$ cat src/rtl/core/mf3x3_pkg.sv
// Shared types and constants for the 3x3 median filter core.
// Item structs for the sample and result channels, window tag, output queue sizing.
// No dependencies.
package mf3x3_pkg;

    localparam int ROW_BITS = 10;
    localparam logic [ROW_BITS-1:0] ROW_MAX = 10'd1023;

    localparam int CFG_BITS = 11;
    localparam logic [CFG_BITS-1:0] WIDTH_RESET = 11'd640;

    // output queue; must cover every emitting item in flight plus those waiting
    localparam int OUT_DEPTH = 8;
    localparam int OUT_PTR_W = 3;
    localparam int OUT_CNT_W = 4;

    typedef struct packed {
        logic [7:0] pixel;
        logic       frame_start;
    } sample_t;

    typedef struct packed {
        logic [7:0]  median_value;
        logic [9:0]  center_row;
        logic [9:0]  center_col;
    } result_t;

    typedef struct packed {
        logic [9:0] row;
        logic [9:0] col;
    } center_tag_t;

endpackage

$ cat src/rtl/core/mf3x3_median.sv
// Two-stage compare-exchange network selecting the median of a 3x3 window.
// Uses mf3x3_pkg::center_tag_t to carry the window center alongside.
module mf3x3_median #(
    parameter int PW = 8
) (
    input  logic                  clk,
    input  logic                  rst_n,
    input  logic                  in_valid,
    input  logic [8:0][PW-1:0]    window,
    input  mf3x3_pkg::center_tag_t in_tag,
    output logic                  out_valid,
    output logic [PW-1:0]         out_median,
    output mf3x3_pkg::center_tag_t out_tag
);

    typedef logic [8:0][PW-1:0] win_t;

    function automatic win_t cx(input win_t v, input int a, input int b);
        win_t r;
        r = v;
        if (v[a] > v[b])
        begin
            r[a] = v[b];
            r[b] = v[a];
        end
        return r;
    endfunction

    win_t                   sorted_rows;
    win_t                   tail;
    win_t                   rows_reg;
    logic                   a_valid_reg;
    mf3x3_pkg::center_tag_t a_tag_reg;
    logic                   b_valid_reg;
    logic [PW-1:0]          b_median_reg;
    mf3x3_pkg::center_tag_t b_tag_reg;

    // stage A: sort each row of three
    always_comb
    begin
        sorted_rows = window;
        sorted_rows = cx(sorted_rows, 1, 2);
        sorted_rows = cx(sorted_rows, 4, 5);
        sorted_rows = cx(sorted_rows, 7, 8);
        sorted_rows = cx(sorted_rows, 0, 1);
        sorted_rows = cx(sorted_rows, 3, 4);
        sorted_rows = cx(sorted_rows, 6, 7);
        sorted_rows = cx(sorted_rows, 1, 2);
        sorted_rows = cx(sorted_rows, 4, 5);
        sorted_rows = cx(sorted_rows, 7, 8);
    end

    // stage B: column pruning down to the center element
    always_comb
    begin
        tail = rows_reg;
        tail = cx(tail, 0, 3);
        tail = cx(tail, 5, 8);
        tail = cx(tail, 4, 7);
        tail = cx(tail, 3, 6);
        tail = cx(tail, 1, 4);
        tail = cx(tail, 2, 5);
        tail = cx(tail, 4, 7);
        tail = cx(tail, 4, 2);
        tail = cx(tail, 6, 4);
        tail = cx(tail, 4, 2);
    end

    always_ff @(posedge clk or negedge rst_n)
    begin
        if (!rst_n)
        begin
            a_valid_reg <= 1'b0;
            b_valid_reg <= 1'b0;
        end
        else
        begin
            a_valid_reg <= in_valid;
            b_valid_reg <= a_valid_reg;
        end
    end

    always_ff @(posedge clk)
    begin
        rows_reg     <= sorted_rows;
        a_tag_reg    <= in_tag;
        b_median_reg <= tail[4];
        b_tag_reg    <= a_tag_reg;
    end

    assign out_valid  = b_valid_reg;
    assign out_median = b_median_reg;
    assign out_tag    = b_tag_reg;

endmodule

$ cat config.mk
export PLATFORM = sky130hd
export DESIGN_NAME = mf3x3_median
export DESIGN_NICKNAME = d
export VERILOG_FILES = /design/src/rtl/core/mf3x3_pkg.sv /design/src/rtl/core/mf3x3_median.sv
export SDC_FILE = /design/constraint.sdc
export NUM_CORES = 1
export LEC_CHECK = 0
export BUFFER_PORTS_ARGS = -buffer_cell sky130_fd_sc_hd__buf_2
export CAP_MARGIN = 20
export CORE_UTILIZATION = 30
export CTS_CLUSTER_DIAMETER = 100
export DETAILED_ROUTE_END_ITERATION = 8
export GPL_ROUTABILITY_DRIVEN = 0
export SLEW_MARGIN = 20
export SYNTH_ARGS = -nofsm -noshare
export SYNTH_HDL_FRONTEND = slang
export SYNTH_SLANG_ARGS = --single-unit
$ cat constraint.sdc
create_clock -name clk -period 22.7 [get_ports clk]
set_input_delay 4.54 -clock clk [delete_from_list [all_inputs] [get_ports clk]]
set_output_delay 4.54 -clock clk [all_outputs]
set_load 0.005 [all_outputs]
== Word-level counts from Yosys, hierarchy flattened ==
Index checks and enable logic that the tools add are counted.
Word-level totals
  register bits after elaboration: 122
  bits of input ports: 95
  logic and storage cells: 56
Operators by class
  magnitude comparators: 19
  mux-type cells: 21
Operators with widths (number)
  $gt 8x8->1: 19
  $mux 16: 9
  $mux 8: 12

== Logic depth before layout (Yosys ltp) ==
  word-level depth: 12
  mapped depth: 62
  depth with buffers taken out: 56

== Least setup slack after synthesis ==
No wires, ideal clock.
  path type: register to register
  start point: reg rows_reg[57] (netlist bit)
  end point: reg b_median_reg[1] (netlist: out_median[1])
  library setup time: 144 ps
  data arrival time: 10524 ps
  slack: 12032 ps
  cell stages (with the launch flop): 59
  buffers on the path: 5
  period minus slack after synthesis: 10668 ps
  path through: dfxtp_1 inv_1 ha_1 nor2b_1 o211ai_1 a21oi_1 a21oi_2 clkbuf_1 nor2_1 a21oi_1 ha_1 o21a_1 o21ai_0 nor2_1 a211o_1 a31oi_2 a311o_1 buf_6 [23 not listed] nand3_1 nor2_1 and3_1 nand3_1 mux2_4 o2111a_2 a211oi_2 nor2_1 ha_1 o21a_1 o21a_1 o21ai_0 a21oi_1 a211oi_1 a21oi_1 or3_1 a21oi_1 a221oi_1
RTL lines
  from (decl): line mf3x3_median.sv:31  | win_t rows_reg;
  from (signal assigned): line mf3x3_median.sv:85  | rows_reg <= sorted_rows;
  to (signal assigned): line mf3x3_median.sv:87  | b_median_reg <= tail[4];
  to (decl): line mf3x3_median.sv:35  | logic [PW-1:0] b_median_reg;

==> results.yml <==
detailed_routing:
  ant_nets: 0
  dr_wl_met3_um: 789
  num_vias: 7560
  dr_wl_met2_um: 11100
  top_layer: "met5"
  wl_per_cell_um: 14.1
  drc: 0
  vias_per_cell: 4.81
  drt_iter0_drc: 337
  drtPass1Iterations: 5
  routed_wl_um: 22100
  met1_length_um: 9890
cts:
  cts.sinks: 122
  cts_buffer_depth: 2
  ctsHoldBuffers: 0
  clk_pin_slew_ns: 0.07
  cts_made_buffers: 17
  cts-root-buf: "clkbuf_16"
  postCtsSetupRepairBufs: 0
  insertion_delay_ns: 0.42
  ctsHtreeMaxLevel: 4
  ctsResizeCount: 0
  cts_tree: "yes"
setup_path:
  r2r-end: "out_median[1]$_DFF_P_"
  cp.required_ns: 23.02
  start_kind: "flop"
  r2r_start: "rows_reg[57]$_DFF_P_"
  critPathMaxFanout: 27
  arrival_ns: 13.00
  r2r_slack_ns: 10.02
  endpoint_kind: "flop"
  max_stage_delay_ns: 0.75
  r2r_cells: 51
  slowest_stage: "a21oi_1"
  worstSetupPathType: "flop to flop"
layout:
  area_growth_pct: 17.6
  num_antenna_cells: 0
  drive_above_1_share: 0.172
  fillCellCount: 3067
  largest_reg_flops: 72
  final_nets: 1414
synth:
  yosys_warnings: 0
  ys_ff_latch: 122
  seq_area_frac_synth: 0.268
  synth.top_cells.by_area: "dfxtp_1 (26%), ha_1 (21%), mux2i_1 (13%), inv_1 (5.1%), o21ai_0 (3.8%)"
  ys.flop_type: "dfxtp_1"
  syn-instance-count: 1053
  yosys.area.top_type: "dfxtp_1"
  synth_common_cells: "ha_1 (150), inv_1 (123), dfxtp_1 (120)"
  synth_edf_count: 0
  synth.distinct_cells: 66
  synth.avg_cell_area_um2: 8.67
  syn_area_mm2: 0.00913
  synth_top_area_frac: 0.263
  synth_most_common_cell: "ha_1"
  async_reset_ff_frac: 0.0164
  synth_nets: 1298
run:
  cap_violations: 0
min_path:
  hp-class: "flop to flop"
  min_path_cells: 0
  worstHoldEndpoint: "out_tag[7]$_DFF_P_"
  hp-start: "a_tag_reg[7]$_DFF_P_"
floorplan:
  io_pins: 124
  die_h_um: 176
  dieArea_mm2: 0.0311
  rows: 63
  coreArea_mm2: 0.0298
  start_util: 0.307
  die_x_um: 176
sta:
  max-slew-margin-rel: 0.266
  max_freq_ghz: 0.0789
  drv_slew: 0
  setup_violations: 0
  max_slew.worst_pin.slew_ns: 1.10
  fin_setup_tns_ns: 0
  fin_skew_ns: 0.0134
  fin_crit_ns: 12.68
  period_share: 0.559
  rsz0062_at_grt: "no"
  hold_violations: 0
global_route:
  grt_max_degree: 32
  antenna_found_initial: 1
  grt_overflow: 0
  grt_usage: 0.146
  grt_first_pass_wirelength_um: 35800
  grt_pass1_vias: 7313
placement:
  io_buffers: 123
  hpwl_um: 18600
run_status:
  run_status: "complete, no violations"
## worst max-delay path by stage
stage                         startpoint               endpoint  slack (ns)  depth (start not counted)
global route        rows_reg[57]$_DFF_P_  out_median[1]$_DFF_P_        8.86                         54
detailed placement  rows_reg[57]$_DFF_P_  out_median[1]$_DFF_P_        9.96                         50
floorplan           rows_reg[57]$_DFF_P_  out_median[1]$_DFF_P_       12.03                         58
global placement    rows_reg[57]$_DFF_P_  out_median[1]$_DFF_P_       10.33                         50
CTS                 rows_reg[57]$_DFF_P_  out_median[1]$_DFF_P_        9.92                         50
finish              rows_reg[57]$_DFF_P_  out_median[1]$_DFF_P_       10.02                         51
## stage by stage
| step | util | hold slack [ns] | instance area (µm²) | setup slack (ns) | instances |
|---|---|---|---|---|---|
| 3_3_place_gp | 0.341 | 0.310 | 10200 | 10.33 | 1540 |
| 3_5_place_dp | 0.341 | 0.312 | 10200 | 9.96 | 1540 |
| 5_1_grt | 0.360 | 0.326 | 10700 | 8.86 | 1572 |
| 4_1_cts | 0.360 | 0.325 | 10700 | 9.92 | 1572 |
| 6_report | 0.360 | 0.324 | 10700 | 10.02 | 1572 |
| 2_1_floorplan | - | 0.310 | 9130 | 12.03 | 1053 |
## routing by layer
| layer | GRT usage | up-vias |
|---|---|---|
| li1 | - | 3952 |
| met1 | 0.169 | 3441 |
| met2 | 0.264 | 138 |
| met3 | 0.0317 | 27 |
| met4 | 0.0453 | 2 |
| met5 | 0 | - |
## logic make-up after synthesis
kind of cell	share of synthesized area
AND/OR/NAND/NOR	0.132
multiplexers	0.153
AO/OA/AOI/OAI	0.175
buffers and inverters	0.0649
adder cells (fa/ha/maj)	0.205
flip-flops	0.268
## final cells by class
class / instances / area, µm² / share of cell area
multi-input cells: 777 / 6110 / 0.569
flip-flops and latches: 122 / 2450 / 0.228
repair buffers: 127 / 646 / 0.0601
well taps: 390 / 488 / 0.0454
inverters: 124 / 465 / 0.0433
clock buffers: 18 / 439 / 0.0409
clock inverters: 14 / 136 / 0.0127
## placed cells by master (no fill, tap or decap), types with 13 or more instances in the layout
cell type and instances:
a21o_1 28, a21oi_1 61, buf_2 123, clkbuf_16 17, dfxtp_1 120, ha_1 150, inv_1 123, mux2i_1 119
nand2_1 68, nand2b_1 13, nand3_1 36, nor2_1 64, nor2b_1 14, o21a_1 15, o21ai_0 70
## worst max-delay path: cells and delay by family, from the launching register on
kind	cells	cell delay, ns
AOI/OAI and AO/OA	27	6.69
adders and majority gates	6	1.82
buffers and inverters	4	0.78
DFF	1	0.44
muxes	1	0.36
and+or+nand+nor	13	2.47
Power is left out: the tool's default activity adds up to more than one toggle a clock period on the data nets, which glitch-free logic cannot reach.
