--- config.mk ---
export PLATFORM = sky130hd
export DESIGN_NAME = mf3x3_out_fifo
export DESIGN_NICKNAME = d
export VERILOG_FILES = /design/src/rtl/core/mf3x3_pkg.sv /design/src/rtl/core/mf3x3_out_fifo.sv
export SDC_FILE = /design/constraint.sdc
export NUM_CORES = 1
export LEC_CHECK = 0
export ABC_CLOCK_PERIOD_IN_PS = 7150
export CORE_AREA = 10 10 172 174
export DETAILED_ROUTE_END_ITERATION = 8
export DIE_AREA = 0 0 182 184
export DONT_BUFFER_PORTS = 1
export SETUP_SLACK_MARGIN = 0.3
export SLEW_MARGIN = 20
export SYNTH_ARGS = -nofsm -noshare
export SYNTH_HDL_FRONTEND = slang
export SYNTH_SLANG_ARGS = --single-unit
--- constraint.sdc ---
create_clock -name clk -period 7.15 [get_ports clk]
set_clock_uncertainty 0.2 [all_clocks]
set_input_delay 0.3575 -clock clk [delete_from_list [all_inputs] [get_ports clk]]
set_output_delay 0.3575 -clock clk [all_outputs]
set_load 0.01 [all_outputs]
--- src/rtl/core/mf3x3_pkg.sv ---
// Shared types and constants for the 3x3 median filter core.
// Item structs for the sample and result channels, window tag, output queue sizing.
// No dependencies.
package mf3x3_pkg;

    localparam int ROW_BITS = 10;
    localparam logic [ROW_BITS-1:0] ROW_MAX = 10'd1023;

    localparam int CFG_BITS = 11;
    localparam logic [CFG_BITS-1:0] WIDTH_RESET = 11'd640;

    // output queue; must cover every emitting item in flight plus those waiting
    localparam int OUT_DEPTH = 8;
    localparam int OUT_PTR_W = 3;
    localparam int OUT_CNT_W = 4;

    typedef struct packed {
        logic [7:0] pixel;
        logic       frame_start;
    } sample_t;

    typedef struct packed {
        logic [7:0]  median_value;
        logic [9:0]  center_row;
        logic [9:0]  center_col;
    } result_t;

    typedef struct packed {
        logic [9:0] row;
        logic [9:0] col;
    } center_tag_t;

endpackage

--- src/rtl/core/mf3x3_out_fifo.sv ---
// Result queue between the filter pipeline and the result channel.
// Depends on mf3x3_pkg for result_t and queue sizing.
module mf3x3_out_fifo (
    input  logic               clk,
    input  logic               rst_n,
    input  logic               push,
    input  mf3x3_pkg::result_t push_item,
    input  logic               pop,
    output logic               valid,
    output mf3x3_pkg::result_t head
);

    mf3x3_pkg::result_t                      store [mf3x3_pkg::OUT_DEPTH];
    logic [mf3x3_pkg::OUT_PTR_W-1:0]         wr_ptr_reg;
    logic [mf3x3_pkg::OUT_PTR_W-1:0]         rd_ptr_reg;
    logic [mf3x3_pkg::OUT_CNT_W-1:0]         count_reg;
    logic [mf3x3_pkg::OUT_CNT_W-1:0]         count_next;

    always_comb
    begin
        count_next = count_reg;
        if (push && !pop)
        begin
            count_next = count_reg + 1'b1;
        end
        else if (pop && !push)
        begin
            count_next = count_reg - 1'b1;
        end
    end

    always_ff @(posedge clk or negedge rst_n)
    begin
        if (!rst_n)
        begin
            wr_ptr_reg <= '0;
            rd_ptr_reg <= '0;
            count_reg  <= '0;
        end
        else
        begin
            if (push)
            begin
                wr_ptr_reg <= wr_ptr_reg + 1'b1;
            end
            if (pop)
            begin
                rd_ptr_reg <= rd_ptr_reg + 1'b1;
            end
            count_reg <= count_next;
        end
    end

    always_ff @(posedge clk)
    begin
        if (push)
        begin
            store[wr_ptr_reg] <= push_item;
        end
    end

    assign valid = (count_reg != '0);
    assign head  = store[rd_ptr_reg];

endmodule

# Word level (Yosys, flattened, before mapping)
# Memory sizes are Yosys's and may differ from the RTL's.
# Index checks and enable logic that the tools add are counted.
[op_classes] add_sub_neg=4 reduce_logical=6 mux=4
[op_table] cell="2-to-1 mux 4 bit" count=2
[op_table] cell="adder 3 x 1 -> 3 bit (second input constant)" count=2
[op_table] cell="adder 4 x 1 -> 4 bit (second input constant)" count=1
[op_table] cell="nonzero test 4 bit" count=1
[op_table] cell="subtractor 4 x 1 -> 4 bit (second input constant)" count=1
[op_table] cell="logical AND 1 bit" count=2
[op_table] cell="logical NOT 1 bit" count=2
[op_table] cell="2-to-1 mux 1 bit" count=2
[op_table] cell="nonzero test 2 bit" count=1
[word_totals] out_inout_bits=29 elab_cells=18 inputBits=32 ramBits=224 memories=1 regBits=10
[mem_list] memory="store" words=8 width=28 read_ports=1 rd_ports_with_merged_regs=0 wr=1 line_no="mf3x3_out_fifo.sv:13" text="mf3x3_pkg::result_t store [mf3x3_pkg::OUT_DEPTH];"

# Logic depth before layout (Yosys ltp)
[logic_depth] depth_word=4 depth_mapped=7 ltp_nobuf=7

# Worst setup path before layout
# Ideal clock, no wire load.
[synth_path] kind="register -> register" startpoint="register wr_ptr_reg[1] (netlist bit)" endpoint="memory store[0][0] (netlist bit), enable pin" setup_ns=0.448 n_path_buf=0 required_time_ns=6.502 synth_period_minus_slack_ns=3.160 setup_slack_ns=3.990 path_stages_with_launch=3 t_arrival_ns=2.512 cell_sequence="dfrtp_1 nand2b_1 nor3_1"
[synth_lines] element="start, declared" line_no="mf3x3_out_fifo.sv:14" text="logic [mf3x3_pkg::OUT_PTR_W-1:0] wr_ptr_reg;"
[synth_lines] element="start signal, assigned" line_no="mf3x3_out_fifo.sv:44" text="wr_ptr_reg <= wr_ptr_reg + 1'b1;"
[synth_lines] element="end, declared" line_no="mf3x3_out_fifo.sv:13"
# No word-level cell before the write port.

==> results_tabular.tex <==
\begin{tabular}{lr}
\hline
Metric & Value \\
\hline
\multicolumn{2}{l}{\textbf{Global route}} \\
\quad Initial antenna violation count & 2 \\
\quad Number of global-route vias before repair & around 4400 \\
\quad First-pass GRT wire length & $\sim$28 mm \\
\quad Total global routing track utilization & 0.107 \\
\quad Maximum number of pins on one net before global-route repair & 33 \\
\quad Gr ovfl total & 0 \\
\multicolumn{2}{l}{\textbf{Synthesis}} \\
\quad Number of distinct library cell variants in the gate-level netlist after synthesis & 25 \\
\quad Async set-reset flop share out of synthesis & 0.0427 \\
\quad Number of enable-type register cells in the synthesized netlist & approximately 220 \\
\quad Largest cells by area after synthesis & edfxtp\_1, mux4\_2, mux2\_2 \\
\quad Simple-gate share of the synthesized area & 0.0131 \\
\quad Synthesized area per cell & about 24 sq um \\
\quad Sequential share of the synthesized area & 0.776 \\
\quad Post-synthesis cell area & 9000 sq um \\
\quad Xor-xnor portion of the synthesized cell area & 0.00584 \\
\quad Combinational family with the most area after synthesis & multiplexers \\
\quad Cell taking the most area after synthesis & edfxtp\_1 \\
\quad Share of the synthesized area in the top cell type & 0.748 \\
\quad Main flop type after synthesis & edfxtp\_1 \\
\quad Syn. warnings & 0 \\
\quad Share of synthesized area spent on multiplexers & 0.180 \\
\quad Flop and latch count out of synthesis & approximately 230 \\
\quad Synthesized netlist cell count & 382 \\
\quad Syn nets & 420 \\
\quad Compound-Gate Fraction of Synth Area & 0.00459 \\
\quad Area share of fa/ha/maj cells after synthesis & 0.00918 \\
\multicolumn{2}{l}{\textbf{STA}} \\
\quad Part of the cycle the worst path needs & 0.482 \\
\quad Slew at the pin closest to its max-slew limit & approximately 1.1 ns \\
\quad Shortest period the worst path allows & about 3.4 ns \\
\quad Final slew viol count & 0 \\
\quad Maximum clock frequency & 290 MHz \\
\quad Final WS setup & 3.70 ns \\
\quad Hold Fails Final Rpt & 0 \\
\quad RSZ-0062 raised after global routing & no \\
\quad Hold slack final & 0.0678 ns \\
\quad Slew margin rel. & 0.284 \\
\quad Setup total negative slack & 0 ns \\
\quad Setup violators final & 0 \\
\multicolumn{2}{l}{\textbf{Placement}} \\
\quad Number of placed instances, taps included & 708 \\
\quad Final weighted congestion of routability-driven global placement & 0.672 \\
\quad Post-placement worst setup slack & between 4 and 5 ns \\
\quad \# port buffers & 0 \\
\quad Post-detail-place hpwl & approximately 10 mm \\
\multicolumn{2}{l}{\textbf{Detailed routing}} \\
\quad Antenna-violating nets left & 0 \\
\quad Mean routed wirelength per cell & about 23 microns \\
\quad Vias/cell & 4.99 \\
\quad Starting DRC count in detailed routing & 198 \\
\quad Pre-antenna DRT Iters & 4 \\
\quad Vias & 3920 \\
\quad DRC errors left & 0 \\
\quad Final wirelength & around 18 mm \\
\multicolumn{2}{l}{\textbf{Worst hold path}} \\
\quad Worst hold path depth & 2 \\
\quad End point of the worst hold path & count\_reg[0] \\
\quad Hold WC Path Type & input pin to flop \\
\quad Min-delay src & push \\
\multicolumn{2}{l}{\textbf{Critical path}} \\
\quad Crit end category & output port \\
\quad R2R depth & 3 \\
\quad Worst flop-to-flop path endpoint & rd\_ptr\_reg[1] \\
\quad Critical Path RT & between 6 and 7 ns \\
\quad Maximum fanout along the worst path & 32 \\
\quad Worst reg2reg setup slack & between 4 and 5 ns \\
\quad Origin of the critical flop-to-flop path & rd\_ptr\_reg[0] \\
\quad Data arrival time of the worst path & just under 3 ns \\
\quad Kind of start point of the critical path & flop \\
\quad Worst setup path category & flop to output port \\
\multicolumn{2}{l}{\textbf{Clock tree}} \\
\quad Clock root buffer & clkbuf\_16 \\
\quad Number of clock buffers inserted by TritonCTS & 24 \\
\quad Clock insertion delay at the later pin of the skew report & around 0.51 ns \\
\quad Post\_cts resized & 0 \\
\quad Clock tree from TritonCTS & done \\
\quad Number of clock sinks & about 230 \\
\quad Clock Tree Buf Depth & 3 \\
\quad Count of H-tree levels built during CTS & 1 \\
\quad CTS clk-pin slew, worst paths & around 0.060 ns \\
\multicolumn{2}{l}{\textbf{Final layout}} \\
\quad Max reg flops & around 220 \\
\quad Area growth from synthesis to final layout & 17.7\% \\
\quad Post-layout net count & 471 \\
\quad Fill cell total of the finished layout & $\sim$2200 \\
\quad Proportion of layout cells with a drive suffix above 1 & 0.314 \\
\quad Core utilization of the finished layout & 0.409 \\
\quad Commonest non-fill, non-tap cell in the layout & edfxtp\_1 \\
\quad Commonest cells after routing, fill and taps aside & edfxtp\_1, mux4\_2, mux2\_2, dlygate4sd3\_1, clkbuf\_16 \\
\quad Number of standard cells in the layout, taps in and fillers out & $\sim$790 \\
\multicolumn{2}{l}{\textbf{Power}} \\
\quad IR Drop Worst-Case VDD & $\sim$160 uV \\
\quad P\_leak & about 3.3 nW \\
\quad Pwr per Cell Area & 396 nW/um\^{}2 \\
\multicolumn{2}{l}{\textbf{Flow run}} \\
\quad Max Cap Violations & 0 \\
\multicolumn{2}{l}{\textbf{Die}} \\
\quad Boundary pin count & just over 60 \\
\quad Height of the die & approximately 180 microns \\
\quad Core region area & roughly 26000 sq um \\
\quad Die Area & about 33000 sq um \\
\quad Die X-Extent & $\sim$180 microns \\
\quad Total number of placement rows & $\sim$60 \\
\quad Initial cell density of the core & 0.347 \\
\multicolumn{2}{l}{\textbf{Status}} \\
\quad Status & finished clean \\
\hline
\end{tabular}
==> stage by stage <==
stage	instance area [sq um]	total power [W]
floorplan	9000	0.00272
global placement	9420	0.00299
detailed placement	9440	0.00303
CTS	10500	0.00426
global route	10600	0.00441
finish	10600	0.00419
==> per-layer routing <==
| metal | vias up | GRT usage | part of all wire |
|---|---|---|---|
| li1 | 1715 | - | - |
| met1 | 2100 | 0.131 | 0.41 |
| met2 | 83 | 0.180 | 0.50 |
| met3 | 22 | 0.0339 | 0.068 |
| met4 | 0 | 0.0234 | 0.017 |
| met5 | - | 0 | 0 |
==> synth_stat cells (all sizes together), types with 2 or more instances <==
| cell | number |
|---|---|
| o211ai | 2 |
| edfxtp | 224 |
| nand2 | 6 |
| dfrtp | 10 |
| nand2b | 3 |
| inv | 2 |
| ha | 5 |
| xnor2 | 4 |
| buf | 10 |
| xor2 | 2 |
| or4 | 2 |
| nor3 | 3 |
| a21oi | 2 |
| clkbuf | 6 |
| mux2 | 31 |
| nand3 | 2 |
| nor2 | 6 |
| mux4 | 56 |
==> worst max-delay path, stage by stage (launching register included) <==
cell,delay (ns)
dfrtp_4,0.79
buf_4,0.63
mux4_2,0.59
mux2_2,0.33
==> logic make-up (layout without fill, tap and decap cells) <==
family / count (synthesis) / after routing
other: 0 / 2
flip-flops: 234 / 234
AND/OR/NAND/NOR: 24 / 24
AO/OA/AOI/OAI: 6 / 6
XOR/XNOR: 6 / 6
multiplexers: 88 / 88
buffers and inverters: 18 / 85
adder cells (fa/ha/maj): 6 / 6
==> final cells by class <==
class | instances | area (sq um) | area share
antenna | 2 | 5.00 | 0.000473
clock buffer | 31 | 648 | 0.0612
clock inverter | 11 | 101 | 0.00957
inverter | 2 | 7.51 | 0.000709
multi-input combinational | 130 | 1970 | 0.186
sequential | 234 | 6980 | 0.659
tap | 335 | 419 | 0.0396
timing repair buffer | 41 | 458 | 0.0432
==> how the worst max path moves through the flow <==
stage / slack, ns / startpoint / to
2_1_floorplan: 3.99 / wr_ptr_reg[1] / store[0][0]
3_3_place_gp: 4.14 / rd_ptr_reg[0] / head[22]
3_5_place_dp: 4.11 / rd_ptr_reg[0] / head[19]
4_1_cts: 3.56 / rd_ptr_reg[0] / head[19]
5_1_grt: 3.45 / rd_ptr_reg[0] / head[22]
6_report: 3.70 / rd_ptr_reg[0] / head[19]
==> where the power goes <==
| group | switching [W] | leakage (nW) | total [W] | internal (W) |
|---|---|---|---|---|
| Combinational | 0.000529 | 0.805 | 0.00107 | 0.000546 |
| Sequential | 0.000189 | 2.15 | 0.00192 | 0.00173 |
| Clock | 0.000493 | 0.372 | 0.00120 | 0.000708 |
| Total | 0.00121 | 3.33 | 0.00419 | 0.00298 |
==> timing repair <==
| action | CTS | global route |
|---|---|---|
| buffers inserted | 0 | 0 |
| endpoints found under the setup margin | 0 | 0 |
| endpoints found under the hold margin | 240 | 0 |
| hold buffers | 31 | 0 |
(Power assumes the default switching activity.)
